[src/rtl/itcv_pkg.sv]
// Package for the IPv4/TCP checksum verifier: frame-kind codes, protocol constants
// and the structs that carry a frame verdict down the result pipeline.
// Depends on nothing.
`timescale 1ns / 1ps

package itcv_pkg;

	localparam logic [15:0] POS_MAX   = 16'hffff;
	localparam logic [15:0] TYPE_IPV4 = 16'h0800;
	localparam logic [15:0] TYPE_ARP  = 16'h0806;
	localparam logic [15:0] LLC_LIMIT = 16'd1500;
	localparam logic [15:0] ETH_HDR   = 16'd14;
	localparam logic [15:0] MIN_IPV4  = 16'd18;
	localparam logic [7:0]  PROTO_TCP = 8'd6;
	localparam logic [3:0]  IHL_MIN   = 4'd5;
	localparam logic [3:0]  IHL_MASK  = 4'd15;

	typedef enum logic [1:0] {
		KIND_LLC   = 2'd0,
		KIND_IPV4  = 2'd1,
		KIND_ARP   = 2'd2,
		KIND_OTHER = 2'd3
	} frame_kind_t;

	// Per-frame state as it stands after the final byte.
	typedef struct packed {
		logic [15:0] type_field;
		logic [3:0]  header_words;
		logic [15:0] total_length;
		logic [7:0]  protocol;
		logic [20:0] hdr_acc;
		logic [31:0] seg_acc;
		logic [15:0] hdr_stored;
		logic [15:0] seg_stored;
		logic [15:0] count;
	} snap_t;

	// Classified frame with the first fold of the header sum done.
	typedef struct packed {
		frame_kind_t kind;
		logic        ip_chk;
		logic        tcp_chk;
		logic        trunc;
		logic        hbad;
		logic [16:0] hdr_fold;
		logic [31:0] seg_sum;
		logic [15:0] hdr_stored;
		logic [15:0] seg_stored;
	} class_t;

	typedef struct packed {
		frame_kind_t kind;
		logic        ip_checked;
		logic        ip_sum_ok;
		logic [15:0] ip_sum_calc;
		logic        tcp_checked;
		logic        tcp_sum_ok;
		logic [15:0] tcp_sum_calc;
		logic        truncated;
		logic        header_bad;
	} verdict_t;

endpackage

[src/rtl/ipv4_tcp_checksum_verifier.sv]
// Top level of the IPv4/TCP checksum verifier: byte intake, per-frame sums and
// the verdict pipeline. Depends on itcv_pkg.
`timescale 1ns / 1ps

// The block takes one Ethernet frame byte per clock on the frame channel and
// produces one verdict transfer per frame, after the final byte has passed
// the input, snapshot, classify and output registers. Every byte goes through
// an input register and then a single update of the running sums (one 21-bit
// and one 32-bit add), so a frame streams at one byte per cycle with no gaps
// between frames. The final byte hands a snapshot of the sums to a verdict
// pipeline of three registers (classify, first fold, final fold and compare).
// frame_ready falls only when a final byte sits in the input register while
// that pipeline is full and the verdict output is stalled; ordinary bytes
// never wait. After reset and after every final byte all per-frame state is
// zero, and bytes past position 65534 are not examined.
module ipv4_tcp_checksum_verifier (
	input  logic                  clk,
	input  logic                  arst_n,
	input  logic                  frame_valid,
	output logic                  frame_ready,
	input  logic [7:0]            frame_byte,
	input  logic                  frame_last,
	output logic                  verdict_valid,
	input  logic                  verdict_ready,
	output logic [1:0]            frame_kind,
	output logic                  ip_checked,
	output logic                  ip_sum_ok,
	output logic [15:0]           ip_sum_calc,
	output logic                  tcp_checked,
	output logic                  tcp_sum_ok,
	output logic [15:0]           tcp_sum_calc,
	output logic                  truncated,
	output logic                  header_bad
);
	import itcv_pkg::*;

	// Input register.
	logic       valid_s1;
	logic [7:0] byte_s1;
	logic       last_s1;

	// Per-frame state.
	logic [15:0] pos_q;
	logic [15:0] type_q;
	logic [3:0]  hw_q;
	logic [15:0] tl_q;
	logic [7:0]  proto_q;
	logic [20:0] hacc_q;
	logic [31:0] sacc_q;
	logic [7:0]  pend_q;
	logic [15:0] hsum_q;
	logic [15:0] ssum_q;

	// Verdict pipeline.
	logic     valid_s2;
	snap_t    snap_s2;
	logic     valid_s3;
	class_t   cls_s3;
	logic     out_valid_q;
	verdict_t res_q;

	// Handshake chain: each stage may load when it is empty or its content moves on.
	logic out_free, s3_ready, s2_ready, s1_go;

	assign out_free    = !out_valid_q || verdict_ready;
	assign s3_ready    = !valid_s3 || out_free;
	assign s2_ready    = !valid_s2 || s3_ready;
	assign s1_go       = valid_s1 && (!last_s1 || s2_ready);
	assign frame_ready = !valid_s1 || !last_s1 || s2_ready;

	always_ff @(posedge clk or negedge arst_n) begin
		if (!arst_n) begin
			valid_s1 <= 1'b0;
		end else if (frame_ready) begin
			valid_s1 <= frame_valid;
		end
	end

	always_ff @(posedge clk) begin
		if (frame_valid && frame_ready) begin
			byte_s1 <= frame_byte;
			last_s1 <= frame_last;
		end
	end

	// Per-byte update. The byte at position pos_q is examined with the type field
	// and header length already updated by this same byte, as the framing needs.
	logic [15:0] idx;
	logic        upd, ipv4_on, in_hdr, in_seg, seg_add;
	logic [15:0] type_n, tl_n, rel, seg_start, seg_r, word;
	logic [16:0] seg_end;
	logic [3:0]  hw_n;
	logic [5:0]  hlen_n;
	logic [7:0]  proto_n, pend_n;
	logic [15:0] hsum_n, ssum_n;
	logic [20:0] hacc_n;
	logic [31:0] sacc_n;
	logic [15:0] pos_n;

	assign idx = pos_q;
	assign upd = (pos_q != POS_MAX);

	always_comb begin
		type_n  = type_q;
		hw_n    = hw_q;
		tl_n    = tl_q;
		proto_n = proto_q;
		pend_n  = pend_q;
		hsum_n  = hsum_q;
		ssum_n  = ssum_q;
		hacc_n  = hacc_q;
		sacc_n  = sacc_q;
		pos_n   = upd ? pos_q + 16'd1 : pos_q;

		if (upd && idx == 16'd12) begin
			type_n = {byte_s1, 8'h00};
		end
		if (upd && idx == 16'd13) begin
			type_n = {type_q[15:8], byte_s1};
		end
		ipv4_on = upd && (type_n == TYPE_IPV4) && (idx >= ETH_HDR);

		if (ipv4_on && idx == 16'd14) begin
			hw_n = byte_s1[3:0] & IHL_MASK;
		end
		if (ipv4_on && idx == 16'd16) begin
			tl_n = {byte_s1, 8'h00};
		end
		if (ipv4_on && idx == 16'd17) begin
			tl_n = {tl_q[15:8], byte_s1};
		end
		if (ipv4_on && idx == 16'd23) begin
			proto_n = byte_s1;
		end

		hlen_n    = {hw_n, 2'b00};
		rel       = idx - ETH_HDR;
		word      = idx[0] ? {8'h00, byte_s1} : {byte_s1, 8'h00};
		seg_start = ETH_HDR + {10'd0, hlen_n};
		seg_end   = {1'b0, ETH_HDR} + {1'b0, tl_n};
		seg_r     = idx - seg_start;

		in_hdr = ipv4_on && (rel < {10'd0, hlen_n});
		in_seg = ipv4_on && (hlen_n >= 6'd20) && (idx >= seg_start)
			&& ({1'b0, idx} < seg_end);

		if (in_hdr) begin
			if (idx == 16'd24) begin
				pend_n = byte_s1;
			end else if (idx == 16'd25) begin
				hsum_n = {pend_q, byte_s1};
			end else begin
				hacc_n = hacc_q + {5'd0, word};
			end
		end

		// The segment starts at byte 34 or later, so the address words (bytes
		// 26 to 33) and segment bytes never share one cycle.
		seg_add = ipv4_on && (idx >= 16'd26) && (idx <= 16'd33);
		if (in_seg) begin
			if (seg_r == 16'd16) begin
				pend_n = byte_s1;
			end else if (seg_r == 16'd17) begin
				ssum_n = {pend_q, byte_s1};
			end else begin
				seg_add = 1'b1;
			end
		end
		if (seg_add) begin
			sacc_n = sacc_q + {16'd0, word};
		end
	end

	always_ff @(posedge clk or negedge arst_n) begin
		if (!arst_n) begin
			pos_q   <= '0;
			type_q  <= '0;
			hw_q    <= '0;
			tl_q    <= '0;
			proto_q <= '0;
			hacc_q  <= '0;
			sacc_q  <= '0;
			pend_q  <= '0;
			hsum_q  <= '0;
			ssum_q  <= '0;
		end else if (s1_go) begin
			if (last_s1) begin
				pos_q   <= '0;
				type_q  <= '0;
				hw_q    <= '0;
				tl_q    <= '0;
				proto_q <= '0;
				hacc_q  <= '0;
				sacc_q  <= '0;
				pend_q  <= '0;
				hsum_q  <= '0;
				ssum_q  <= '0;
			end else begin
				pos_q   <= pos_n;
				type_q  <= type_n;
				hw_q    <= hw_n;
				tl_q    <= tl_n;
				proto_q <= proto_n;
				hacc_q  <= hacc_n;
				sacc_q  <= sacc_n;
				pend_q  <= pend_n;
				hsum_q  <= hsum_n;
				ssum_q  <= ssum_n;
			end
		end
	end

	// Snapshot of the finished frame.
	always_ff @(posedge clk or negedge arst_n) begin
		if (!arst_n) begin
			valid_s2 <= 1'b0;
		end else if (s2_ready) begin
			valid_s2 <= s1_go && last_s1;
		end
	end

	always_ff @(posedge clk) begin
		if (s2_ready && s1_go && last_s1) begin
			snap_s2.type_field   <= type_n;
			snap_s2.header_words <= hw_n;
			snap_s2.total_length <= tl_n;
			snap_s2.protocol     <= proto_n;
			snap_s2.hdr_acc      <= hacc_n;
			snap_s2.seg_acc      <= sacc_n;
			snap_s2.hdr_stored   <= hsum_n;
			snap_s2.seg_stored   <= ssum_n;
			snap_s2.count        <= pos_n;
		end
	end

	// Classification, length checks, pseudo-header add and first header fold.
	class_t      cls_n;
	logic [5:0]  hlen_v;
	logic [16:0] cnt17, hdr_end, seg_end_v;
	logic [15:0] tcp_len;
	logic        long_enough, is_tcp;

	always_comb begin
		hlen_v      = {snap_s2.header_words, 2'b00};
		cnt17       = {1'b0, snap_s2.count};
		hdr_end     = {1'b0, ETH_HDR} + {11'd0, hlen_v};
		seg_end_v   = {1'b0, ETH_HDR} + {1'b0, snap_s2.total_length};
		long_enough = (snap_s2.count >= MIN_IPV4);
		is_tcp      = (snap_s2.protocol == PROTO_TCP);
		tcp_len     = snap_s2.total_length - {10'd0, hlen_v};

		if (snap_s2.type_field < LLC_LIMIT) begin
			cls_n.kind = KIND_LLC;
		end else if (snap_s2.type_field == TYPE_IPV4) begin
			cls_n.kind = KIND_IPV4;
		end else if (snap_s2.type_field == TYPE_ARP) begin
			cls_n.kind = KIND_ARP;
		end else begin
			cls_n.kind = KIND_OTHER;
		end

		cls_n.hbad = long_enough && ((snap_s2.header_words < IHL_MIN)
			|| (snap_s2.total_length < {10'd0, hlen_v}));
		cls_n.trunc = !long_enough || (cnt17 < hdr_end)
			|| (!cls_n.hbad && is_tcp && (cnt17 < seg_end_v));
		cls_n.ip_chk  = long_enough && !cls_n.hbad && (cnt17 >= hdr_end);
		cls_n.tcp_chk = cls_n.ip_chk && is_tcp && (cnt17 >= seg_end_v);

		// Every field but the kind means nothing outside IPv4.
		if (cls_n.kind != KIND_IPV4) begin
			cls_n.hbad    = 1'b0;
			cls_n.trunc   = 1'b0;
			cls_n.ip_chk  = 1'b0;
			cls_n.tcp_chk = 1'b0;
		end

		cls_n.hdr_fold   = {1'b0, snap_s2.hdr_acc[15:0]} + {12'd0, snap_s2.hdr_acc[20:16]};
		cls_n.seg_sum    = snap_s2.seg_acc + {24'd0, snap_s2.protocol} + {16'd0, tcp_len};
		cls_n.hdr_stored = snap_s2.hdr_stored;
		cls_n.seg_stored = snap_s2.seg_stored;
	end

	always_ff @(posedge clk or negedge arst_n) begin
		if (!arst_n) begin
			valid_s3 <= 1'b0;
		end else if (s3_ready) begin
			valid_s3 <= valid_s2;
		end
	end

	always_ff @(posedge clk) begin
		if (s3_ready && valid_s2) begin
			cls_s3 <= cls_n;
		end
	end

	// End-around carry folds, inversion and comparison with the stored sums.
	verdict_t    res_n;
	logic [15:0] hdr_f2, seg_f2, hdr_calc, seg_calc;
	logic [16:0] seg_f1;

	always_comb begin
		hdr_f2   = cls_s3.hdr_fold[15:0] + {15'd0, cls_s3.hdr_fold[16]};
		seg_f1   = {1'b0, cls_s3.seg_sum[15:0]} + {1'b0, cls_s3.seg_sum[31:16]};
		seg_f2   = seg_f1[15:0] + {15'd0, seg_f1[16]};
		hdr_calc = ~hdr_f2;
		seg_calc = ~seg_f2;

		res_n.kind         = cls_s3.kind;
		res_n.ip_checked   = cls_s3.ip_chk;
		res_n.ip_sum_ok    = cls_s3.ip_chk && (hdr_calc == cls_s3.hdr_stored);
		res_n.ip_sum_calc  = cls_s3.ip_chk ? hdr_calc : 16'd0;
		res_n.tcp_checked  = cls_s3.tcp_chk;
		res_n.tcp_sum_ok   = cls_s3.tcp_chk && (seg_calc == cls_s3.seg_stored);
		res_n.tcp_sum_calc = cls_s3.tcp_chk ? seg_calc : 16'd0;
		res_n.truncated    = cls_s3.trunc;
		res_n.header_bad   = cls_s3.hbad;
	end

	always_ff @(posedge clk or negedge arst_n) begin
		if (!arst_n) begin
			out_valid_q <= 1'b0;
		end else if (out_free) begin
			out_valid_q <= valid_s3;
		end
	end

	always_ff @(posedge clk) begin
		if (out_free && valid_s3) begin
			res_q <= res_n;
		end
	end

	assign verdict_valid = out_valid_q;
	assign frame_kind    = res_q.kind;
	assign ip_checked    = res_q.ip_checked;
	assign ip_sum_ok     = res_q.ip_sum_ok;
	assign ip_sum_calc   = res_q.ip_sum_calc;
	assign tcp_checked   = res_q.tcp_checked;
	assign tcp_sum_ok    = res_q.tcp_sum_ok;
	assign tcp_sum_calc  = res_q.tcp_sum_calc;
	assign truncated     = res_q.truncated;
	assign header_bad    = res_q.header_bad;

	// A TCP check is only ever reported together with a header check.
	assert property (@(posedge clk) disable iff (!arst_n)
		verdict_valid |-> (!tcp_checked || ip_checked))
		else $error("tcp_checked without ip_checked");

	// A bad header is never also reported as checked.
	assert property (@(posedge clk) disable iff (!arst_n)
		verdict_valid |-> !(header_bad && ip_checked))
		else $error("header_bad together with ip_checked");

	// Outside IPv4 every flag of the verdict stays clear.
	assert property (@(posedge clk) disable iff (!arst_n)
		(verdict_valid && frame_kind != KIND_IPV4) |->
		(!ip_checked && !tcp_checked && !truncated && !header_bad))
		else $error("IPv4 flags set on a non-IPv4 frame");

	// The transfer of a final byte leaves the per-frame state cleared.
	assert property (@(posedge clk) disable iff (!arst_n)
		(s1_go && last_s1) |=> (pos_q == 16'd0 && hacc_q == 21'd0 && sacc_q == 32'd0))
		else $error("per-frame state not cleared after final byte");

endmodule

[config.mk]
export PLATFORM = sky130hd
export DESIGN_NAME = ipv4_tcp_checksum_verifier
export DESIGN_NICKNAME = d
export VERILOG_FILES = /design/src/rtl/itcv_pkg.sv /design/src/rtl/ipv4_tcp_checksum_verifier.sv
export SDC_FILE = /design/constraint.sdc
export NUM_CORES = 1
export LEC_CHECK = 0
export ABC_AREA = 1
export BUFFER_PORTS_ARGS = -buffer_cell sky130_fd_sc_hd__buf_2
export CORE_ASPECT_RATIO = 1.2
export CORE_MARGIN = 2
export CORE_UTILIZATION = 65
export DETAILED_ROUTE_END_ITERATION = 7
export PLACE_DENSITY = 0.93
export SLEW_MARGIN = 0
export SYNTH_ARGS = -nofsm -noshare
export SYNTH_HDL_FRONTEND = slang
export SYNTH_SLANG_ARGS = --single-unit
[constraint.sdc]
create_clock -name clk -period 12.4 [get_ports clk]
set_input_delay 1.24 -clock clk [delete_from_list [all_inputs] [get_ports clk]]
set_output_delay 1.24 -clock clk [all_outputs]
set_load 0.05 [all_outputs]
==> results.yml <==
cts:
  postCtsSetupRepairBufs: 0
  cts.clk_slew.worst_paths_ns: 0.07
  clockBufferDepth: 3
  cts_tree: "built"
  cts_root_buffer: "clkbuf_16"
  cts.hold.buffers_added: 0
  htreeDepth: 2
  worstSkewPairLatency_ns: 0.61
  cts_resized: 0
  cts_buffers: 44
  clock_sinks: 438
timing:
  fin_setup_tns_ns: 0
  rsz0062_at_grt: "no"
  hold_viol: 0
  maxSlewHeadroom_pct: 12.1
  setup_viol: 0
  setup_ws_ns: 5.18
  slew_viol_final: 0
  fin_crit_sh_pct: 58.2
  fin_skew_ns: 0.0597
  max_freq_mhz: 139
  fin_crit_ns: 7.22
  worst_pin_slew_ns: 1.31
route:
  wl_per_cell_um: 20.3
  firstDrtPassIters: 8
  via_per_inst: 6.20
  drcViolationCount: 1
  antenna_left: 0
  routed_wl_um: 70300
  vias: 21500
  drtIter0Drc: 2258
yosys:
  synth_area_leader_cell: "edfxtp_1"
  syn_area_um2: 25900
  ys_types: 68
  syn_inst: 2850
  synth_nets: 3020
  yosys-top-cells-area: "edfxtp_1, dfrtp_1, nand2_1"
  ys_warn_count: 0
  ys.flop_type: "edfxtp_1"
  yosysSeqAreaShare_pct: 47.8
  async_flop_share_pct: 35.8
  synth_edf_count: 281
  synth_seq_cells: 438
  synth.top_cell.area_share_pct: 32.6
  synth.avg_cell_area_um2: 9.09
grt:
  met3_usage_pct: 6.23
  top_usage_layer: "met2"
  grt_util_met1_pct: 39.2
  antenna_found_initial: 1
  grtUsageMet2_pct: 57.9
  grt_pass1_wl_um: 111000
  grt_pass1_vias: 21600
  grt_start_max_net_pins: 91
  grt_usage_pct: 34.3
  grt_overflow: 0
finish:
  nNetsFinal: 3065
  fin_area_um2: 28100
  area_growth_pct: 8.62
  final_util_pct: 71.1
  multi_input_area_um2: 11700
  stdcell_count: 3465
  seq_area_um2: 12400
  nFillCells: 2637
  drive_gt1_share_pct: 8.63
outcome:
  violations: "design-rule violations"
  status: "finished with violations"
setup_path:
  crit_start: "idx[0]"
  cp_max_fo: 21
  crit_slowest_cell: "dfrtp_1"
  cpPeakStageDelay_ns: 0.64
  r2r_start: "idx[0]"
  crit_type: "flop to flop"
  cp.arrival_ns: 7.72
  start_kind: "flop"
  critPathMostFrequentCell: "nand2_1"
  cp-end-kind: "flop"
  required_ns: 12.90
power:
  intPower_mw: 2.55
  ir_drop_mv: 0.124
  p_clk_share_pct: 39.2
  p_sw_mw: 0.981
  switching_share_pct: 27.8
  p_comb_share_pct: 13.5
  seqPwrFrac_pct: 47.3
  power_density_nw_per_um2: 125
  p_leak_nw: 13.0
min_path:
  worstHoldStart: "cls_s3[86]"
  hp-class: "flop to flop"
placement:
  dp_hpwl_um: 48300
  dp_cells: 3382
  placed_cell_area_um2: 26600
  place_congestion: 1.06
  pre_cts_slack_ns: 5.38
  port-buffer-count: 54
floorplanning:
  core_area_um2: 39500
  die_height_um: 223
  die_area_um2: 41500
  start_util_pct: 65.5
  row_count: 80
  io-pin-count: 55
  die_w_um: 186
job:
  maxCapViolCount: 0
[metrics by stage]
| stage | power, mW | hold WS (ns) |
|---|---|---|
| 2_1_floorplan | 2.01 | 0.400 |
| 3_3_place_gp | 2.13 | 0.400 |
| 3_5_place_dp | 2.15 | 0.405 |
| 4_1_cts | 3.51 | 0.422 |
| 5_1_grt | 3.64 | 0.428 |
| 6_report | 3.53 | 0.418 |
[metal layers]
| layer | vias to the layer above | share of wire (%) |
|---|---|---|
| met1 | 10100 | 35 |
| met5 | - | 0 |
| met4 | 0 | 7.7 |
| met2 | 1323 | 48 |
| met3 | 372 | 8.8 |
| li1 | 9679 | - |
[synth_stat cells, drive strengths merged, types with 5 or more instances]
| library cell | instances |
|---|---|
| nand2 | 636 |
| inv | 386 |
| edfxtp | 281 |
| nor2 | 210 |
| o21ai | 204 |
| dfrtp | 157 |
| xor2 | 143 |
| ha | 142 |
| nand3 | 134 |
| a21oi | 122 |
| nand4 | 57 |
| xnor2 | 51 |
| nor3 | 46 |
| clkbuf | 45 |
| o22ai | 38 |
| a22o | 32 |
| nor4 | 32 |
| buf | 22 |
| fa | 15 |
| and2 | 13 |
| o21bai | 13 |
| a211oi | 8 |
| clkinv | 7 |
| or2 | 7 |
| o211ai | 6 |
| a21o | 5 |
| nor3b | 5 |
| o2111ai | 5 |
[power by group through the flow]
stage	logic, mW	clock network, mW	registers, mW
CTS	0.463	1.38	1.67
finish	0.476	1.38	1.67
global route	0.521	1.44	1.68
global placement	0.432	0	1.69
floorplan	0.283	0	1.73
detailed placement	0.452	0	1.70
[area by class of cell]
type	count	area share, %
Clock buffer	62	4.47
Multi-Input combinational cell	1952	41.7
Clock inverter	20	0.898
Sequential cell	438	44.0
Timing Repair Buffer	66	1.30
Inverter	393	5.28
Tap cell	533	2.37
Antenna cell	1	0.00890
[cells by family after synthesis]
| kind of cell | after synthesis | share of synthesized area (%) |
|---|---|---|
| DFF | 438 | 47.8 |
| AOI/OAI and AO/OA | 458 | 10.5 |
| buffers and inverters | 460 | 7.07 |
| and+or+nand+nor | 1143 | 20.1 |
| xor gates and xnor gates | 194 | 6.56 |
| adders and majority gates | 157 | 8.02 |
[layout by cell type, fill, tap and decap left out, types with 5 or more instances in the layout]
master	n
nand2_1	593
inv_1	377
edfxtp_1	281
nor2_1	190
o21ai_0	172
dfrtp_1	157
xor2_1	143
ha_1	142
nand3_1	127
a21oi_1	122
nand4_1	54
buf_2	53
xnor2_1	51
nor3_1	44
clkbuf_16	44
nand2_2	38
o22ai_1	38
a22o_1	32
nor4_1	30
o21ai_2	18
fa_1	15
and2_1	13
o21ai_1	13
o21bai_1	13
buf_4	12
nor2_4	11
clkinv_1	9
clkbuf_1	9
clkbuf_8	9
a211oi_1	8
inv_2	8
or2_2	7
nor2_2	6
o211ai_1	6
clkinv_2	6
nor3b_1	5
o2111ai_1	5
a21o_1	5
[registers in the layout, indices dropped and copies added (netlist names), 2 cells and up]
| signal | count |
|---|---|
| type_q | 16 |
| idx | 16 |
| byte_s1 | 8 |
| cls_n | 32 |
| snap_s2 | 93 |
| frame_kind | 2 |
| hw_q | 4 |
| tcp_sum_calc | 16 |
| ip_sum_calc | 16 |
| hacc_q | 21 |
| proto_q | 8 |
| hlen_v | 4 |
| hsum_q | 16 |
| tl_q | 16 |
| pend_q | 8 |
| ssum_q | 16 |
| cnt17 | 16 |
| cls_s3 | 87 |
| sacc_q | 32 |
[worst max-delay path, delay by kind of cell, from the launching register on]
| family | cells | cell delay [ns] |
|---|---|---|
| compound gates | 5 | 0.89 |
| xor+xnor | 1 | 0.15 |
| fa+ha+maj | 3 | 0.83 |
| buf+inv | 4 | 0.69 |
| flops | 1 | 0.64 |
| simple gates | 24 | 3.89 |
[final timing paths]
| path | depth (start not counted) | endpoint | slack [ns] |
|---|---|---|---|
| setup / recovery | 37 | sacc_q[27] | 5.18 |
| hold / removal | 0 | frame_kind[1] | 0.42 |
| setup reg to reg | 37 | sacc_q[27] | 5.18 |
| hold reg to reg | 0 | frame_kind[1] | 0.42 |
| max in group asynchronous | 3 | pend_q[7] | 9.84 |
| min in group asynchronous | 1 | sacc_q[23] | 0.60 |
No activity file was read; power rests on OpenSTA's default activity.
